## src/rtl/bevt_pkg.sv

```systemverilog
// Shared types, constants and helper functions of the bond energy and virial tally unit.
package bevt_pkg;

  localparam logic signed [63:0] SAT_MAX = 64'sh7FFF_FFFF_FFFF_FFFF;
  localparam logic signed [63:0] SAT_MIN = 64'sh8000_0000_0000_0000;

  typedef enum logic [2:0] {
    CFG_E_GLOB  = 3'd0,
    CFG_E_ATOM  = 3'd1,
    CFG_V_GLOB  = 3'd2,
    CFG_V_ATOM  = 3'd3,
    CFG_NEWTON  = 3'd4,
    CFG_LOCAL   = 3'd5,
    CFG_GHOST   = 3'd6
  } cfg_idx_t;

  typedef enum logic [1:0] {
    OP_SCALAR = 2'd0,
    OP_XYZ    = 2'd1,
    OP_CLEAR  = 2'd2,
    OP_READ   = 2'd3
  } op_t;

  typedef struct packed {
    logic        e_glob;
    logic        e_atom;
    logic        v_glob;
    logic        v_atom;
    logic        newton;
    logic [12:0] local_count;
    logic [12:0] ghost_count;
  } cfg_t;

  typedef struct packed {
    op_t                op;
    logic [11:0]        ai;
    logic [11:0]        aj;
    logic               ii;
    logic               jj;
    logic signed [31:0] energy;
    logic signed [31:0] scale;
    logic [2:0][31:0]   f;
    logic [2:0][31:0]   d;
  } item_t;

  typedef enum logic [3:0] {
    S_INIT, S_IDLE, S_MUL_A, S_MUL_LO, S_MUL_HI, S_SUM, S_FIN,
    S_GLOB1, S_GLOB2, S_AT_RD, S_AT_WR, S_CLR, S_RD, S_DONE
  } state_t;

  // Displacement index of the first factor of each virial component.
  function automatic logic [1:0] comp_a(input logic [2:0] c);
    logic [1:0] r;
    unique case (c)
      3'd1, 3'd5: r = 2'd1;
      3'd2:       r = 2'd2;
      default:    r = 2'd0;
    endcase
    return r;
  endfunction

  // Index of the second factor of each virial component.
  function automatic logic [1:0] comp_b(input logic [2:0] c);
    logic [1:0] r;
    unique case (c)
      3'd1, 3'd3: r = 2'd1;
      3'd2, 3'd4, 3'd5: r = 2'd2;
      default:    r = 2'd0;
    endcase
    return r;
  endfunction

  function automatic logic signed [63:0] sat_add(input logic signed [63:0] a,
                                                  input logic signed [63:0] b);
    logic signed [63:0] s;
    s = a + b;
    if (a[63] == b[63] && s[63] != a[63]) begin
      s = a[63] ? SAT_MIN : SAT_MAX;
    end
    return s;
  endfunction

  function automatic logic [31:0] mag32(input logic [31:0] v);
    return v[31] ? (32'd0 - v) : v;
  endfunction

endpackage

```

## src/rtl/bevt_front.sv

```systemverilog
// Front end: accepts items from the input channel and classifies them for the queue.
module bevt_front (
  input  logic               in_valid,
  output logic               in_stall,
  input  logic [1:0]         cmd,
  input  logic [11:0]        atom_i,
  input  logic [11:0]        atom_j,
  input  logic signed [31:0] bond_energy,
  input  logic signed [31:0] force_scale,
  input  logic signed [31:0] force_x,
  input  logic signed [31:0] force_y,
  input  logic signed [31:0] force_z,
  input  logic signed [31:0] disp_x,
  input  logic signed [31:0] disp_y,
  input  logic signed [31:0] disp_z,
  input  logic [12:0]        local_count,
  input  logic               q_full,
  input  logic               init_busy,
  output logic               push,
  output bevt_pkg::item_t    push_item
);
  import bevt_pkg::*;

  assign in_stall = q_full | init_busy;
  assign push     = in_valid & ~in_stall;

  always_comb begin
    push_item        = '0;
    push_item.op     = op_t'(cmd);
    push_item.ai     = atom_i;
    push_item.aj     = atom_j;
    // Ownership of each atom is settled here, once per item.
    push_item.ii     = {1'b0, atom_i} < local_count;
    push_item.jj     = {1'b0, atom_j} < local_count;
    push_item.energy = bond_energy;
    push_item.scale  = force_scale;
    push_item.f      = {force_z, force_y, force_x};
    push_item.d      = {disp_z, disp_y, disp_x};
  end

endmodule

```

## config.mk

```make
export PLATFORM = sky130hd
export DESIGN_NAME = bevt_front
export DESIGN_NICKNAME = d
export VERILOG_FILES = /design/src/rtl/bevt_pkg.sv /design/src/rtl/bevt_front.sv
export SDC_FILE = /design/constraint.sdc
export NUM_CORES = 1
export LEC_CHECK = 0
export ABC_CLOCK_PERIOD_IN_PS = 2350
export BUFFER_PORTS_ARGS = -buffer_cell sky130_fd_sc_hd__buf_2
export CAP_MARGIN = 0
export CORE_AREA = 3 3 225 227
export DETAILED_ROUTE_END_ITERATION = 12
export DIE_AREA = 0 0 228 230
export PLACE_DENSITY_LB_ADDON = 0.2
export SLEW_MARGIN = 0
export SYNTH_ARGS = -nofsm -noshare
export SYNTH_HDL_FRONTEND = slang
export SYNTH_SLANG_ARGS = --single-unit
```

## constraint.sdc

```tcl
create_clock -name vclk -period 2.35
set_input_delay 0.3525 -clock vclk [all_inputs]
set_output_delay 0.3525 -clock vclk [all_outputs]
set_load 0.05 [all_outputs]
```

Word-level counts from Yosys, hierarchy flattened --
Index checks and enable logic that the tools add are counted.
Storage, ports and cells: register bits after elaboration 0, bits of input ports 298, word-level logic and storage cells 5, output and inout port bits 286
Operators by class: $lt $le $gt $ge 2, bitwise logic cells 3
Operator list (count):
- $lt 12x13->1 | 2
- $and 1x1->1 | 1
- $not 1->1 | 1
- $or 1x1->1 | 1

Longest topological paths before layout --
Gate-level depths: netlist (run 1).
depth after elaboration 3, mapped depth 6, depth with buffers taken out 6

Worst setup path before layout (run 1) --
Ideal clock, no wire load.
path type input to output, from input local_count[10], to output push_item[257] (netlist name), path slack -179 ps, arrival time 2176 ps, buffers on the path 0, data required time 1997 ps, cell stages on the path 6, path through inv_1 ha_1 a21o_1 a21oi_1 o211ai_1 o21ai_0
RTL lines:
- from (decl) | line bevt_front.sv:16 | input logic [12:0] local_count,
- to (decl) | line bevt_front.sv:20 | output bevt_pkg::item_t push_item

==> metrics.cfg, run 1 <==
[timing]
fin_crit_sh=0.928
setup_tns_ns=0
relSlewSlack=0.817
max_freq_mhz=458
hold_viol=0
period_minus_slack_ns=2.18
finalSetupViolations=0
slew_viol_final=0
hold_ws_ns=0.705
grt_setup_unrepaired=false
worst_pin_slew_ns=0.276

[cells_and_area]
final_core_util=0.0352
seqCellArea_um2=0
layout_common_cells=buf_2, ha_1, inv_1, a21oi_1, nor2_1
syn_to_final_growth_pct=-35.1
flops_and_latches=0
drive_gt1_frac=0.525
multi_input_area_um2=485
fin_area_um2=1720
layout.nets=461
layout_commonest_cell=buf_2
clock_buffers=0
n_fill_cell=5900
antenna_cells=0
final_cells=803

[route]
first_pass_iters=4
ant_nets=0
wl_per_cell_um=13.1
avgViaCountPerCell=1.53
vias=1230
wl_mm=10.5
drc_errors=0
drt_iter0_markers=23

[floorplanning]
io_pins=584
core-area_um2=48800
rows=81
initial_core_util=0.0543
die-width_um=228
die_area_um2=52400
die_h_um=230

[worst_setup_path]
cp_top_family=compound AO/OA/AOI/OAI gates
setup.worst_path.end_class=primary output
critical-path-max-stage-delay_ns=0.35
arrival_ns=1.83
worstSetupPathType=input port to primary output
worstPathRequired_ns=2.00
cp_common_cell=buf_2
worst-path-buf-inv=2
path_max_fanout=3
crit_chain=buf_2, ha_1, a21oi_2, nand2_1, a211o_1, a211oi_2, buf_2
crit_slowest_cell=a211o_1
cp-start-kind=input port

[global_route]
antenna_found_initial=0
grt_pass1_wl_mm=12.9
grt_max_degree=4
overflow=0
grt_pass1_vias=1404
track_usage=0.0359

[placement]
port_buffers=68
placed_area_um2=1720
globalplace.congestion=0.673
dp.cells=803
dpl.hpwl_mm=9.52

[power_and_ir_drop]
clkPwrFrac=0
comb_power_share=1.000
power_density_nw_per_um2=152
switching_power_mw=0.179
p_seq_frac=0
leakagePower_nw=0.594
p_int_mw=0.0832
peakVddDrop_uv=37.0
swShare=0.682

[synth]
yosysUniqueCellTypes=20
syn-mean-instance-area_um2=7.55
synthesis.area_um2=2650
synthCells=351
synth_nets=671
yosysSeqAreaShare=0
ys_warn_count=0

[run_status]
status=finished, final reports clean

[clock_network]
cts_resized=0
holdBufCountCts=0
post_cts_buffers=0

[hold_path]
hold_path_class=input port to primary output

[run]
cap_violations=0

-- area by class of cell --
class	instances	share of cell area
multi-input cells	56	0.282
inverters	13	0.0284
repair buffers	70	0.207
well taps	664	0.483
-- stage by stage --
stage	worst slack, ns	total power [mW]
floorplan	0.144	1.38
global placement	0.0747	0.275
detailed placement	0.0647	0.273
CTS	0.0532	0.274
global route	0.0144	0.291
finish	0.169	0.262
-- logic make-up after synthesis --
logic type,after synthesis,synth area share
buffers and inverters,295,0.817
adders and majority gates,22,0.104
AOI/OAI and AO/OA,20,0.0505
and+or+nand+nor,14,0.0288
-- cells in the mapped netlist (all sizes together) --
| library cell | count | area share |
|---|---|---|
| or2 | 1 | 0.0024 |
| ha | 22 | 0.10 |
| nor2 | 4 | 0.0057 |
| o21ai | 2 | 0.0038 |
| nand4 | 2 | 0.0047 |
| nand4b | 1 | 0.0033 |
| and4 | 1 | 0.0033 |
| o221ai | 1 | 0.0033 |
| nand2 | 1 | 0.0014 |
| a211oi | 2 | 0.0076 |
| a21o | 3 | 0.0085 |
| buf | 282 | 0.80 |
| inv | 13 | 0.018 |
| nand2b | 1 | 0.0024 |
| o211ai | 2 | 0.0057 |
| a21oi | 9 | 0.018 |
| a211o | 1 | 0.0033 |
| nand3 | 3 | 0.0057 |
-- path summary, 6_finish.rpt --
check             cells past startpoint  slack, ns        endpoint         from
setup / recovery                      7       0.17  push_item[256]    atom_j[3]
hold / removal                        0       0.71  push_item[122]  force_x[26]
-- layer usage --
metal,GRT usage,vias up,share of wire
met5,0,-,0
met4,0.0353,0,0.11
met3,0.0351,110,0.23
met2,0.0608,304,0.46
met1,0.0198,422,0.19
li1,-,394,-
-- power by group through the flow --
| stage | clock network, mW | registers [mW] | logic [mW] |
|---|---|---|---|
| after floorplan | 0 | 0 | 1.38 |
| after global placement | 0 | 0 | 0.275 |
| after detailed placement | 0 | 0 | 0.273 |
| after CTS | 0 | 0 | 0.274 |
| after global routing | 0 | 0 | 0.291 |
| final | 0 | 0 | 0.262 |
Power figures use the tool's default switching activity.
==> inputs of run 2 (changes only) <==
--- a/config.mk
+++ b/config.mk
@@ -6,11 +6,11 @@
 export NUM_CORES = 1
 export LEC_CHECK = 0
 export ABC_CLOCK_PERIOD_IN_PS = 2350
-export BUFFER_PORTS_ARGS = -buffer_cell sky130_fd_sc_hd__buf_2
 export CAP_MARGIN = 0
-export CORE_AREA = 3 3 225 227
+export CORE_AREA = 3 3 224 226
 export DETAILED_ROUTE_END_ITERATION = 12
-export DIE_AREA = 0 0 228 230
+export DIE_AREA = 0 0 227 229
+export DONT_BUFFER_PORTS = 1
 export PLACE_DENSITY_LB_ADDON = 0.2
 export SLEW_MARGIN = 0
 export SYNTH_ARGS = -nofsm -noshare
==> metrics.cfg, run 2 (synthesized netlist as in run 1, its figures left out) <==
[run_status]
status=finished, final reports clean

[route]
drc_errors=0  ; unchanged
avgViaCountPerCell=1.41  ; -8.0%
first_pass_iters=3  ; -1
wl_per_cell_um=13.8  ; +5.0%
wl_mm=9.56  ; -9.3%
drt_iter0_markers=34  ; +48%
vias=978  ; -20%
ant_nets=0  ; unchanged

[cells_and_area]
flops_and_latches=0  ; unchanged
seqCellArea_um2=0  ; unchanged
layout.nets=394  ; -15%
syn_to_final_growth_pct=-49.2
layout_common_cells=ha_1, inv_1, a21oi_1, nor2_1
layout_commonest_cell=ha_1
drive_gt1_frac=0.0833  ; -0.442
antenna_cells=0  ; unchanged
final_cells=694  ; -14%
clock_buffers=0  ; unchanged

[power_and_ir_drop]
p_int_mw=0.0477  ; -43%
swShare=0.606  ; -0.0759
clkPwrFrac=0  ; unchanged
total_power_mw=0.121  ; -54%
switching_power_mw=0.0735  ; -59%
p_seq_frac=0  ; unchanged
peakVddDrop_uv=20.0  ; -46%
power_density_nw_per_um2=89.9  ; -41%
comb_power_share=1.000  ; about the same
leakagePower_nw=0.339  ; -43%

[placement]
globalplace.congestion=0.544  ; -19%
dp.cells=694  ; -14%
dpl.hpwl_mm=8.58  ; -9.9%
port_buffers=0  ; -100%

[timing]
grt_setup_unrepaired=false
fin_crit_sh=0.897  ; -0.0315
period_minus_slack_ns=2.11  ; -0.0741 ns
slew_viol_final=0  ; unchanged
hold_viol=0  ; unchanged
setup_tns_ns=0  ; unchanged
relSlewSlack=0.798  ; -0.0191
worst_pin_slew_ns=0.303  ; +0.0268 ns
finalSetupViolations=0  ; unchanged
max_freq_mhz=475  ; +3.5%

[global_route]
grt_pass1_wl_mm=11.1  ; -14%
overflow=0  ; unchanged
grt_pass1_vias=1093  ; -22%
antenna_found_initial=1  ; +1
grt_max_degree=4  ; unchanged
track_usage=0.0325  ; -0.00333

[worst_setup_path]
crit_chain=inv_1, ha_1, a21oi_2, nand2_1, a211o_1, a211oi_2, buf_12
worstSetupPathType=input port to primary output
worstPathRequired_ns=2.00  ; about the same
arrival_ns=1.75  ; -0.08 ns
crit_slowest_cell=a211o_1
critical-path-max-stage-delay_ns=0.39  ; +0.04 ns
cp-start-kind=input port
setup.worst_path.end_class=primary output
path_max_fanout=3  ; unchanged

[floorplanning]
die-width_um=227  ; -0.44%
die_h_um=229  ; -0.43%
initial_core_util=0.0546  ; +0.000340
rows=81  ; unchanged
die_area_um2=52000  ; -0.87%
core-area_um2=48500  ; -0.62%
io_pins=584  ; unchanged

[hold_path]
hold_path_class=input port to primary output
min_to=push_item[118]
hold_depth=0  ; unchanged
hold_start=force_x[22]

[clock_network]
cts_resized=0  ; unchanged
holdBufCountCts=0  ; unchanged
post_cts_buffers=0  ; unchanged

[run]
cap_violations=0  ; unchanged

[run 2: layout make-up]
type / instances / area [um2]
multi-input combinational: 56 / 485
timing repair buffer: 3 / 35.0
tap: 622 / 778
fill: 5755 / 47200
inverter: 13 / 48.8
[run 2: worst max-delay path: cells and delay by family]
kind | cells | cell delay (ns)
compound gates | 3 | 0.81
fa+ha+maj | 1 | 0.31
simple gates | 1 | 0.06
buf+inv | 2 | 0.22
[run 2: power by group through the flow]
stage | logic, mW | clock network, mW | registers (mW)
floorplan | 1.38 | 0 | 0
global placement | 0.131 | 0 | 0
detailed placement | 0.128 | 0 | 0
CTS | 0.128 | 0 | 0
global route | 0.140 | 0 | 0
finish | 0.121 | 0 | 0
[run 2: how the worst max path moves through the flow]
stage          slack, ns      startpoint  cells past startpoint              to
3_3_place_gp        0.20  local_count[3]                      7  push_item[256]
5_1_grt             0.17  local_count[3]                      7  push_item[256]
4_1_cts             0.22  local_count[3]                      7  push_item[256]
6_report            0.24  local_count[3]                      7  push_item[256]
3_5_place_dp        0.22  local_count[3]                      7  push_item[256]
2_1_floorplan       0.14  local_count[3]                      6  push_item[256]
[run 2: per-stage QoR]
stage	hold slack [ns]	worst slack [ns]	area, um2	utilization
2_1_floorplan	0.872	0.144	2650	-
4_1_cts	0.705	0.218	1350	0.0278
6_report	0.705	0.243	1350	0.0278
5_1_grt	0.705	0.172	1350	0.0278
3_3_place_gp	0.705	0.196	1350	0.0278
3_5_place_dp	0.705	0.216	1350	0.0278
[run 2: per-layer routing]
metal  wire length [um]  vias to the layer above  global-route usage
met3               1940                      118              0.0267
met2               4010                      241              0.0480
met4               1130                        0              0.0339
met1               2480                      358              0.0255
met5                  0                        -                   0
li1                   -                      261                   -
