**config.mk**
```make
export PLATFORM = sky130hd
export DESIGN_NAME = bevt_queue
export DESIGN_NICKNAME = d
export VERILOG_FILES = /design/src/rtl/bevt_pkg.sv /design/src/rtl/bevt_queue.sv
export SDC_FILE = /design/constraint.sdc
export NUM_CORES = 1
export LEC_CHECK = 0
export BUFFER_PORTS_ARGS = -buffer_cell sky130_fd_sc_hd__buf_4
export CAP_MARGIN = 15
export CORE_AREA = 2 2 225 227
export CTS_CLUSTER_SIZE = 25
export DETAILED_ROUTE_END_ITERATION = 10
export DIE_AREA = 0 0 227 229
export GPL_TIMING_DRIVEN = 0
export PLACE_DENSITY = 0.69
export SYNTH_ARGS = -nofsm -noshare
export SYNTH_HDL_FRONTEND = slang
export SYNTH_SLANG_ARGS = --single-unit
export TNS_END_PERCENT = 30
```
**constraint.sdc**
```tcl
create_clock -name clk -period 19 [get_ports clk]
set_input_delay 3.8 -clock clk [delete_from_list [all_inputs] [get_ports clk]]
set_output_delay 3.8 -clock clk [all_outputs]
set_load 0.01 [all_outputs]
```
**src/rtl/bevt_pkg.sv**
```systemverilog
// Shared types, constants and helper functions of the bond energy and virial tally unit.
package bevt_pkg;

  localparam logic signed [63:0] SAT_MAX = 64'sh7FFF_FFFF_FFFF_FFFF;
  localparam logic signed [63:0] SAT_MIN = 64'sh8000_0000_0000_0000;

  typedef enum logic [2:0] {
    CFG_E_GLOB  = 3'd0,
    CFG_E_ATOM  = 3'd1,
    CFG_V_GLOB  = 3'd2,
    CFG_V_ATOM  = 3'd3,
    CFG_NEWTON  = 3'd4,
    CFG_LOCAL   = 3'd5,
    CFG_GHOST   = 3'd6
  } cfg_idx_t;

  typedef enum logic [1:0] {
    OP_SCALAR = 2'd0,
    OP_XYZ    = 2'd1,
    OP_CLEAR  = 2'd2,
    OP_READ   = 2'd3
  } op_t;

  typedef struct packed {
    logic        e_glob;
    logic        e_atom;
    logic        v_glob;
    logic        v_atom;
    logic        newton;
    logic [12:0] local_count;
    logic [12:0] ghost_count;
  } cfg_t;

  typedef struct packed {
    op_t                op;
    logic [11:0]        ai;
    logic [11:0]        aj;
    logic               ii;
    logic               jj;
    logic signed [31:0] energy;
    logic signed [31:0] scale;
    logic [2:0][31:0]   f;
    logic [2:0][31:0]   d;
  } item_t;

  typedef enum logic [3:0] {
    S_INIT, S_IDLE, S_MUL_A, S_MUL_LO, S_MUL_HI, S_SUM, S_FIN,
    S_GLOB1, S_GLOB2, S_AT_RD, S_AT_WR, S_CLR, S_RD, S_DONE
  } state_t;

  // Displacement index of the first factor of each virial component.
  function automatic logic [1:0] comp_a(input logic [2:0] c);
    logic [1:0] r;
    unique case (c)
      3'd1, 3'd5: r = 2'd1;
      3'd2:       r = 2'd2;
      default:    r = 2'd0;
    endcase
    return r;
  endfunction

  // Index of the second factor of each virial component.
  function automatic logic [1:0] comp_b(input logic [2:0] c);
    logic [1:0] r;
    unique case (c)
      3'd1, 3'd3: r = 2'd1;
      3'd2, 3'd4, 3'd5: r = 2'd2;
      default:    r = 2'd0;
    endcase
    return r;
  endfunction

  function automatic logic signed [63:0] sat_add(input logic signed [63:0] a,
                                                  input logic signed [63:0] b);
    logic signed [63:0] s;
    s = a + b;
    if (a[63] == b[63] && s[63] != a[63]) begin
      s = a[63] ? SAT_MIN : SAT_MAX;
    end
    return s;
  endfunction

  function automatic logic [31:0] mag32(input logic [31:0] v);
    return v[31] ? (32'd0 - v) : v;
  endfunction

endpackage

```
**src/rtl/bevt_queue.sv**
```systemverilog
// Two-entry queue that carries classified items from the front to the back.
module bevt_queue (
  input  logic          clk,
  input  logic          rst,
  input  logic          push,
  input  bevt_pkg::item_t push_item,
  output logic          full,
  input  logic          pop,
  output logic          head_valid,
  output bevt_pkg::item_t head
);
  import bevt_pkg::*;

  item_t       slot [2];
  logic        wr_ptr;
  logic        rd_ptr;
  logic [1:0]  count;

  always_ff @(posedge clk) begin
    if (rst) begin
      wr_ptr <= 1'b0;
      rd_ptr <= 1'b0;
      count  <= 2'd0;
    end else begin
      if (push) begin
        wr_ptr <= ~wr_ptr;
      end
      if (pop) begin
        rd_ptr <= ~rd_ptr;
      end
      if (push && !pop) begin
        count <= count + 2'd1;
      end else if (pop && !push) begin
        count <= count - 2'd1;
      end
    end
  end

  always_ff @(posedge clk) begin
    if (push) begin
      slot[wr_ptr] <= push_item;
    end
  end

  assign full       = (count == 2'd2);
  assign head_valid = (count != 2'd0);
  assign head       = slot[rd_ptr];

endmodule

```
* Word level (Yosys, flattened, before mapping)
Memory sizes are Yosys's and may differ from the RTL's. A register that Yosys moved wholly into a read port is not among the register bits.
Cells that the tools add are included.
** Word-level totals
- Output and inout bits :: 286
- Flip-flop bits (word level) :: 4
- Word-level logic and storage cells :: 21
- Latch bits :: 0
- Bits in read-only memories :: 0
- RAM bits :: 568
- Memories :: 1
- Bits of input ports :: 288
** Cells by class
- Bitwise logic cells :: 2
- Equality and inequality tests :: 1
- Shifts and indexed selects :: 0
- Multiply operators :: 0
- Magnitude comparators :: 0
- Muxes and demuxes :: 6
- Div/mod/pow operators :: 0
- Reductions and logical operators :: 6
- Add/subtract/negate cells :: 2
** Memory list
- slot :: depth 2, bits a word 284, read ports 1, clocked after Yosys merged registers in 1, write ports 1, RTL line bevt_queue.sv:14 : item_t slot [2];
** Operators by type and width (number)
- $mux W1 :: 4
- $mux W2 :: 2
- $reduce_bool A2 Y1 :: 2
- $add A2 B1 Y2 const B :: 1
- $eq A2 B2 Y1 const B :: 1
- $logic_and A1 B1 Y1 :: 2
- $logic_not A1 Y1 :: 2
- $not A1 Y1 :: 2
- $sub A2 B1 Y2 const B :: 1

* Logic depth before layout (Yosys ltp)
Gate-level depths: netlist of run 1.
- Depth after elaboration :: 4
- Gate-level depth with buffers :: 5
- Gate-level depth less buffers :: 5

* Worst setup path before layout of run 1
Ideal clock, no wire load.
- Kind :: input port to flip-flop
- Start point :: input port push
- End point :: memory slot[0][0] in the netlist's numbering, enable pin
- Path slack :: 2.020 ns
- Library setup time :: 0.969 ns
- Data arrival time :: 16.012 ns
- Stages on the path :: 1
- Required time :: 18.031 ns
- Path buffers :: 0
- Path through :: nor2b_1
** On the way
- Cells in the longest elaborated chain, start to end :: 2
** Ends and longest elaborated chain
- start: declaration :: RTL line bevt_queue.sv:5 : input logic push,
- $mux W1 :: RTL line bevt_queue.sv:40 : if (push) begin
- $mux W1 (not written as such) :: RTL line bevt_queue.sv:41 : slot[wr_ptr] <= push_item;
- end: declaration :: RTL line bevt_queue.sv:14
No other way between the ends.

==> results of run 1 <==
[layout by cell type (no fill, tap or decap), types with 4 or more instances in the layout]
master / count
clkbuf_1: 15
buf_6: 18
clkbuf_16: 57
buf_8: 11
mux2_4: 260
clkinv_2: 8
mux2_2: 24
edfxtp_1: 568
buf_12: 10
buf_16: 5
nor2_1: 4
clkinv_1: 16
dfxtp_1: 5
buf_4: 573
[power by group]
group | switching, mW | internal [mW]
Clock | 0.443 | 0.587
Combinational | 0.194 | 0.244
Sequential | 0.0179 | 1.48
[metal layers]
metal	track usage (%)	routed length [µm]
met1	19.3	17200
met2	32.3	25200
met3	7.99	5230
met4	6.62	1490
met5	0	63
[tightest hold or removal path, delay by kind of cell (launching register included)]
kind | cells | cell delay (ns)
AO/OA/AOI/OAI | 2 | 0.15
flip-flops | 1 | 0.32
[through the flow]
step                      util (%)  instances
after floorplan                  -        906
after global placement        54.3       2151
after detailed placement      55.0       2165
after CTS                     58.4       2265
after global routing          58.4       2266
final                         58.4       2267
[cells by family after synthesis]
group                    Yosys count  share of synthesized area [%]
AO/OA/AOI/OAI                      2                         0.0458
buffers and inverters             33                           1.84
flip-flops                       573                           78.6
AND/OR/NAND/NOR                    9                          0.212
XOR/XNOR                           4                          0.160
multiplexers                     284                           19.1
adder cells (fa/ha/maj)            1                         0.0573
[sequential cells by signal (all words and copies together), names as in the netlist, named ones only]
signal	count
rd_ptr	1
slot	568
count	2
wr_ptr	1
[worst paths after layout]
kind / to / slack, ns
min reg2reg: count[1] / 0.51
min: count[1] / 0.51
max reg2reg: slot[1][36] / 16.65
max: head[9] / 13.27
[final cells by class]
class                           count  area (µm²)
Antenna cell                        2        5.00
Buffer                             32         398
Clock buffer                       72        1480
Clock inverter                     28         199
Fill cell                        3736       20700
Inverter                            1        3.75
Multi-Input combinational cell    300        4290
Sequential cell                   573       17200
Tap cell                          672         841
Timing Repair Buffer              587        4620
==> flow_summary.ini, run 1 <==
[run_status]
status = complete, no violations

[place]
portBuffers = 573
pre_cts_ws_ns = 13.09
place.detailed.hpwl_um = 35800
gp_congestion = 0.757
placed_area_mm2 = 0.0273

[setup_path]
cp_slowest_cell = mux2_2
r2r-start = wr_ptr
path_buf_inv = 3
critPathMaxStageDelay_ns = 0.42
required_ns = 15.20
cp_top_family = buffers and inverters
critPathLaunchType = register
reg2reg_depth = 3
crit_cells = 4
path_class = reg -> out
path_max_fanout = 10
cp.arrival_ns = 1.93
cp_cell_sequence = buf_6 -> buf_2 -> mux2_2 -> buf_4
worst_setup_path_end_kind = primary output

[sta]
finalSetupViolations = 0
report.final.hold_viol_count = 0
relSlewSlack_pct = 45.5
hold_slack_ns = 0.513
setup_tns_ns = 0
timing.final.ws_setup_ns = 13.27
min_period_ns = 5.73
finalCritPeriodShare_pct = 30.1
fmax_ghz = 0.175
tightest_slew_ns = 0.817
finClkSkew_ns = 0.00765
final_max_slew_viol_count = 0
grt_setup_unrepaired = no

[die]
die_w_um = 227
rows = 82
die_y_um = 229
start_util_pct = 44.0
dieArea_mm2 = 0.0520
ios = 574
core_area_mm2 = 0.0497

[run]
drv_cap = 0

[synth]
synth_fp_nets = 1195
synth_cell_types = 19
synth_edf_count = 568
yosysTopAreaCellShare_pct = 78.1
avgSynthCellArea_um2 = 24.1
netlist_top_cells_count = edfxtp_1 (568), mux2_4 (260), mux2_2 (24), buf_6 (18), buf_8 (11)
synthCells = 906
synth.area.top_cells = edfxtp_1 (78%), mux2_4 (18%), mux2_2 (1.2%)
synth_warnings = 0
synth_area_leader_cell = edfxtp_1
syn_area_mm2 = 0.0218
synth-main-ff-cell = edfxtp_1
async_flop_share_pct = 0
synth_seq_cells = 573
ys_seq_area_share_pct = 78.6
post-synth-top-count-cell = edfxtp_1

[pwr]
leakage_nw = 11.4
p_per_area_mw_per_mm2 = 102
vdd_drop_max_v = 0.0000952
p_total_mw = 2.96

[cts]
h-tree-depth = 2
worstSkewPairLatency_ns = 0.59
cts_buffers = 57
cts_buffer_depth = 3
cts_setup_buffers = 0
clock-root-buffer = clkbuf_16
cts_tree = built
cts_hold_buf = 0
cts_repair_resize_count = 0
cts_sinks = 573
path_clk_slew_ns = 0.06

[worst_hold_path]
hold_depth = 2
min_from = count[1]
holdCritPathClass = reg -> reg

[finish]
stdcell_area_mm2 = 0.0290
area_growth_syn_to_layout_pct = 32.8
drive_gt1_share_pct = 61.2
layout.nets = 1841

[routing]
wire_per_inst_um = 21.7
finalWirelength_um = 49200
routed_via_density = 4.73
vias = 10700
drcViolationCount = 0
drt-pass1-iter-count = 6
ant_nets = 0
dr.first_iter.drc_count = 469

[global_routing]
grt_pass1_wl_um = 69800
grt_overflow = 0
track_usage_pct = 18.3
grt_max_degree = 64
antenna_found_initial = 6
grt_pass1_vias = 11300
No activity file was read; power rests on OpenSTA's default activity.
==> inputs of run 2 (changes only) <==
Clock period 19 ns to 5.3 ns, I/O delays scaled along.
==> run 2 against run 1 <==
Combinational power increased to 3.6 times the previous value. Via count increased by 0.30%. Critical path depth increased by 1. Worst hold slack got worse by 0.0075 ns. Routed wire length decreased by 2.0%.
==> flow_summary.ini, run 2 (synthesized netlist as in run 1, its figures left out) <==
[run_status]
status = complete, no violations

[setup_path]
cp_slowest_cell = mux2_4
required_ns = 4.24
reg2reg_depth = 5
worst_setup_path_end_kind = primary output
critPathLaunchType = register
crit_path_frequent_cell = buf_8
cp.arrival_ns = 2.00
cp_top_family = buffers and inverters
path_class = reg -> out
cp_cell_sequence = buf_6 -> buf_8 -> buf_8 -> mux2_4 -> buf_4
path_max_fanout = 10
critPathMaxStageDelay_ns = 0.35
crit_cells = 5
path_buf_inv = 4

[finish]
n_antenna_cell = 0
area_growth_syn_to_layout_pct = 32.7
largest_register = slot
final_util_pct = 58.4
final_common_cell = buf_4
final_cell_mix = buf_4 (573), edfxtp_1 (568), mux2_4 (260)
reg_top3 = slot x568, count x2
fillers = 3794
largest_reg_flops = 568
drive_gt1_share_pct = 61.0
layout.nets = 1840

[global_routing]
antenna_found_initial = 1
grt_pass1_wl_um = 68600
grt_max_degree = 63
grt_pass1_vias = 11300
track_usage_pct = 17.9
grt_overflow = 0

[cts]
cts_repair_resize_count = 0
worstSkewPairLatency_ns = 0.59
cts_buffers = 57
clock-root-buffer = clkbuf_16
h-tree-depth = 2
cts_setup_buffers = 0
cts_sinks = 573
path_clk_slew_ns = 0.06
cts_hold_buf = 0
cts_buffer_depth = 3
cts_tree = built

[routing]
dr.first_iter.drc_count = 463
routed_via_density = 4.74
wire_per_inst_um = 21.2
drt-pass1-iter-count = 5
finalWirelength_um = 48200
vias = 10800
ant_nets = 0
drcViolationCount = 0

[pwr]
p_per_area_mw_per_mm2 = 366
vdd_drop_max_v = 0.000315
leakage_nw = 11.4
p_total_mw = 10.6

[place]
pre_cts_ws_ns = 1.99
place.detailed.hpwl_um = 34400
gp_congestion = 0.764
portBuffers = 573

[sta]
report.final.hold_viol_count = 0
relSlewSlack_pct = 41.3
fmax_ghz = 0.327
min_period_ns = 3.06
finalSetupViolations = 0
finalCritPeriodShare_pct = 57.7
final_max_slew_viol_count = 0
finClkSkew_ns = 0.00835
timing.final.ws_setup_ns = 2.24
tightest_slew_ns = 0.881
hold_slack_ns = 0.506
grt_setup_unrepaired = no

[die]
rows = 82
die_y_um = 229
start_util_pct = 44.0
core_area_mm2 = 0.0497
dieArea_mm2 = 0.0520
die_w_um = 227
ios = 574

[worst_hold_path]
hold_depth = 2
holdCritPathClass = reg -> reg

[run]
drv_cap = 0
## run 2: cell count changes in the layout (fill, tap and decap cells not counted), sizes merged
cell      delta
clkinvlp     +2
clkinv       +1
bufinv       -2
clkbuf       +4
buf          -1
diode        -2
## run 2: power breakdown
group / leakage (nW) / switching [mW] / total [mW] / internal, mW
Clock: 0.820 / 1.60 / 3.68 / 2.07
Combinational: 5.19 / 0.686 / 1.56 / 0.871
Sequential: 5.37 / 0.0643 / 5.36 / 5.29
Total: 11.4 / 2.35 / 10.6 / 8.24
## run 2: final cells by class
type / instances / area (µm²) / area share (%)
flip-flops and latches: 573 / 17200 / 59.2
repair buffers: 586 / 4590 / 15.8
multi-input cells: 300 / 4290 / 14.8
clock buffers: 76 / 1540 / 5.32
well taps: 672 / 841 / 2.90
plain buffers: 32 / 398 / 1.37
clock inverters: 29 / 159 / 0.548
inverters: 1 / 3.75 / 0.0130
## run 2: routing by layer
layer / GRT usage (%) / share of wire (%)
met2: 31.5 / 52
met4: 5.56 / 2.6
met5: 0 / 0
met3: 7.26 / 10
met1: 19.6 / 35
## run 2: final timing paths
kind | slack (ns) | from | to
setup / recovery | 2.24 | register | head[213]
hold / removal | 0.51 | count[1] | count[1]
setup reg to reg | 2.88 | wr_ptr | slot[0][72]
hold reg to reg | 0.51 | count[1] | count[1]
## run 2: tightest hold or removal path: stages (launching register included)
cell     delay, ns
dfxtp_1       0.33
o21ai_0       0.07
a21oi_1       0.06
## run 2: metrics by stage
step,setup TNS (ns),area (µm²),instances
6_report,0,29000,2269
5_1_grt,0,29000,2269
3_3_place_gp,-1327.00,27000,2151
4_1_cts,0,29000,2269
3_5_place_dp,0,27300,2164
2_1_floorplan,-125.17,21800,906
==> inputs of run 3 (changes only) <==
Settings changed: CORE_AREA 2 2 225 227 to 2 2 223 225, DIE_AREA 0 0 227 229 to 0 0 225 227, PLACE_DENSITY 0.69 to 0.72.
Clock period 5.3 ns to 2.7 ns, I/O delays scaled along.
==> run 3 against run 2 <==
Flip-flop and latch count is the same. Global-route usage grew 0.48 points. Cell count shrank 2.1%. Final area grew 0.11%. Register-to-register slack lost 2.4 ns. Core utilization grew 1.4 points. Worst setup slack lost 2.1 ns. Clock skew grew 0.011 ns. Via count grew 0.68%. Count of clock-buffer cells in the layout shrank 6. Critical path type unchanged. Largest cell class unchanged.
==> flow_summary.ini, run 3 (synthesized netlist as in run 1, its figures left out) <==
[worst_hold_path]
holdCritPathClass = in -> reg
min_from = push_item[235]

[setup_path]
worst_setup_path_end_kind = primary output
path_max_fanout = 10
path_class = reg -> out
r2r-start = wr_ptr
critPathLaunchType = register
cp_cell_sequence = buf_6 -> buf_8 -> buf_8 -> mux2_4 -> buf_4
critPathMaxStageDelay_ns = 0.34
cp.arrival_ns = 1.98
crit_path_frequent_cell = buf_8
required_ns = 2.16
cp_slowest_cell = mux2_4

[finish]
reg_top3 = slot x568, count x2
drive_gt1_share_pct = 61.8
largest_reg_flops = 568
fillers = 3520
stdcell_area_mm2 = 0.0290
largest_register = slot
final_common_cell = buf_4
layout.nets = 1842
regArea_mm2 = 0.0172
area_growth_syn_to_layout_pct = 32.9
multi_input_area_mm2 = 0.00429
final_cell_mix = buf_4 (573), edfxtp_1 (568), mux2_4 (260)

[cts]
cts_sinks = 573
cts_tree = built
cts_hold_buf = 0
cts_repair_resize_count = 0
cts_buffers = 58
h-tree-depth = 2
clock-root-buffer = clkbuf_16
worstSkewPairLatency_ns = 0.60
cts_setup_buffers = 0
path_clk_slew_ns = 0.06
cts_buffer_depth = 3

[place]
placed_area_mm2 = 0.0272
place.detailed.hpwl_um = 35300
gp_congestion = 0.771
portBuffers = 573

[sta]
relSlewSlack_pct = 49.6
min_period_ns = 2.52
tightest_slew_ns = 0.756
grt_setup_unrepaired = no
final_max_slew_viol_count = 0
finalCritPeriodShare_pct = 93.1
report.final.hold_viol_count = 0
finalSetupViolations = 0
hold_slack_ns = 0.124
fmax_ghz = 0.398
finClkSkew_ns = 0.0193

[die]
dieArea_mm2 = 0.0511
ios = 574
die_w_um = 225
die_y_um = 227
start_util_pct = 45.0
core_area_mm2 = 0.0485
rows = 81

[pwr]
p_per_area_mw_per_mm2 = 727
vdd_drop_max_v = 0.000703
leakage_nw = 11.4

[routing]
drt-pass1-iter-count = 4
ant_nets = 0
drcViolationCount = 0
finalWirelength_um = 48900
dr.first_iter.drc_count = 510
wire_per_inst_um = 22.0
vias = 10800
routed_via_density = 4.87

[global_routing]
grt_max_degree = 63
antenna_found_initial = 5
grt_pass1_wl_um = 68800
track_usage_pct = 18.3
grt_pass1_vias = 11200
grt_overflow = 0

[run_status]
status = complete, no violations

[run]
drv_cap = 0
run 3: path summary, 6_finish.rpt:
| kind | slack (ns) | end | cells after the start |
|---|---|---|---|
| setup / recovery | 0.18 | head[158] | 5 |
| hold / removal | 0.12 | slot[0][235] | 1 |
| setup reg to reg | 0.45 | slot[1][58] | 3 |
| hold reg to reg | 0.53 | count[1] | 2 |
run 3: layout make-up:
cell class / count / share of cell area, %
Antenna cell: 2 / 0.0173
Clock buffer: 70 / 5.23
Multi-Input combinational cell: 300 / 14.8
Sequential cell: 573 / 59.1
Inverter: 1 / 0.0129
Tap cell: 622 / 2.68
Timing Repair Buffer: 587 / 15.9
Buffer: 32 / 1.37
Clock inverter: 35 / 0.867
run 3: power by group:
group / switching, mW / total, mW / leakage [nW] / internal (mW)
registers: 0.126 / 10.5 / 5.37 / 10.4
clock network: 3.25 / 7.51 / 0.875 / 4.27
logic: 1.35 / 3.07 / 5.20 / 1.72
total: 4.73 / 21.1 / 11.4 / 16.4
run 3: critical path: cells and delay by family, from the launching register on:
| family | cells | cell delay (ns) |
|---|---|---|
| buffers and inverters | 4 | 0.71 |
| DFF | 1 | 0.33 |
| muxes | 1 | 0.34 |
run 3: through the flow:
step	std cells	setup TNS [ns]	setup slack [ns]	utilization (%)	total power, mW
4_1_cts	2220	0	0.0974	59.7	21.4
2_1_floorplan	906	-1220.81	-2.52	-	12.3
5_1_grt	2221	0	0.0972	59.8	21.9
3_3_place_gp	2101	-2499.98	-5.01	55.5	13.8
3_5_place_dp	2115	0	0.123	56.1	13.8
6_report	2222	0	0.185	59.8	21.1
run 3: per-layer routing:
metal  share of wire [%]  up-vias  global-route usage, %
li1                    -     4917                      -
met1                  37     5399                   20.6
met2                  50      406                   31.3
met3                 9.9       96                   7.85
met4                 3.3        8                   6.54
met5                0.12        -                      0
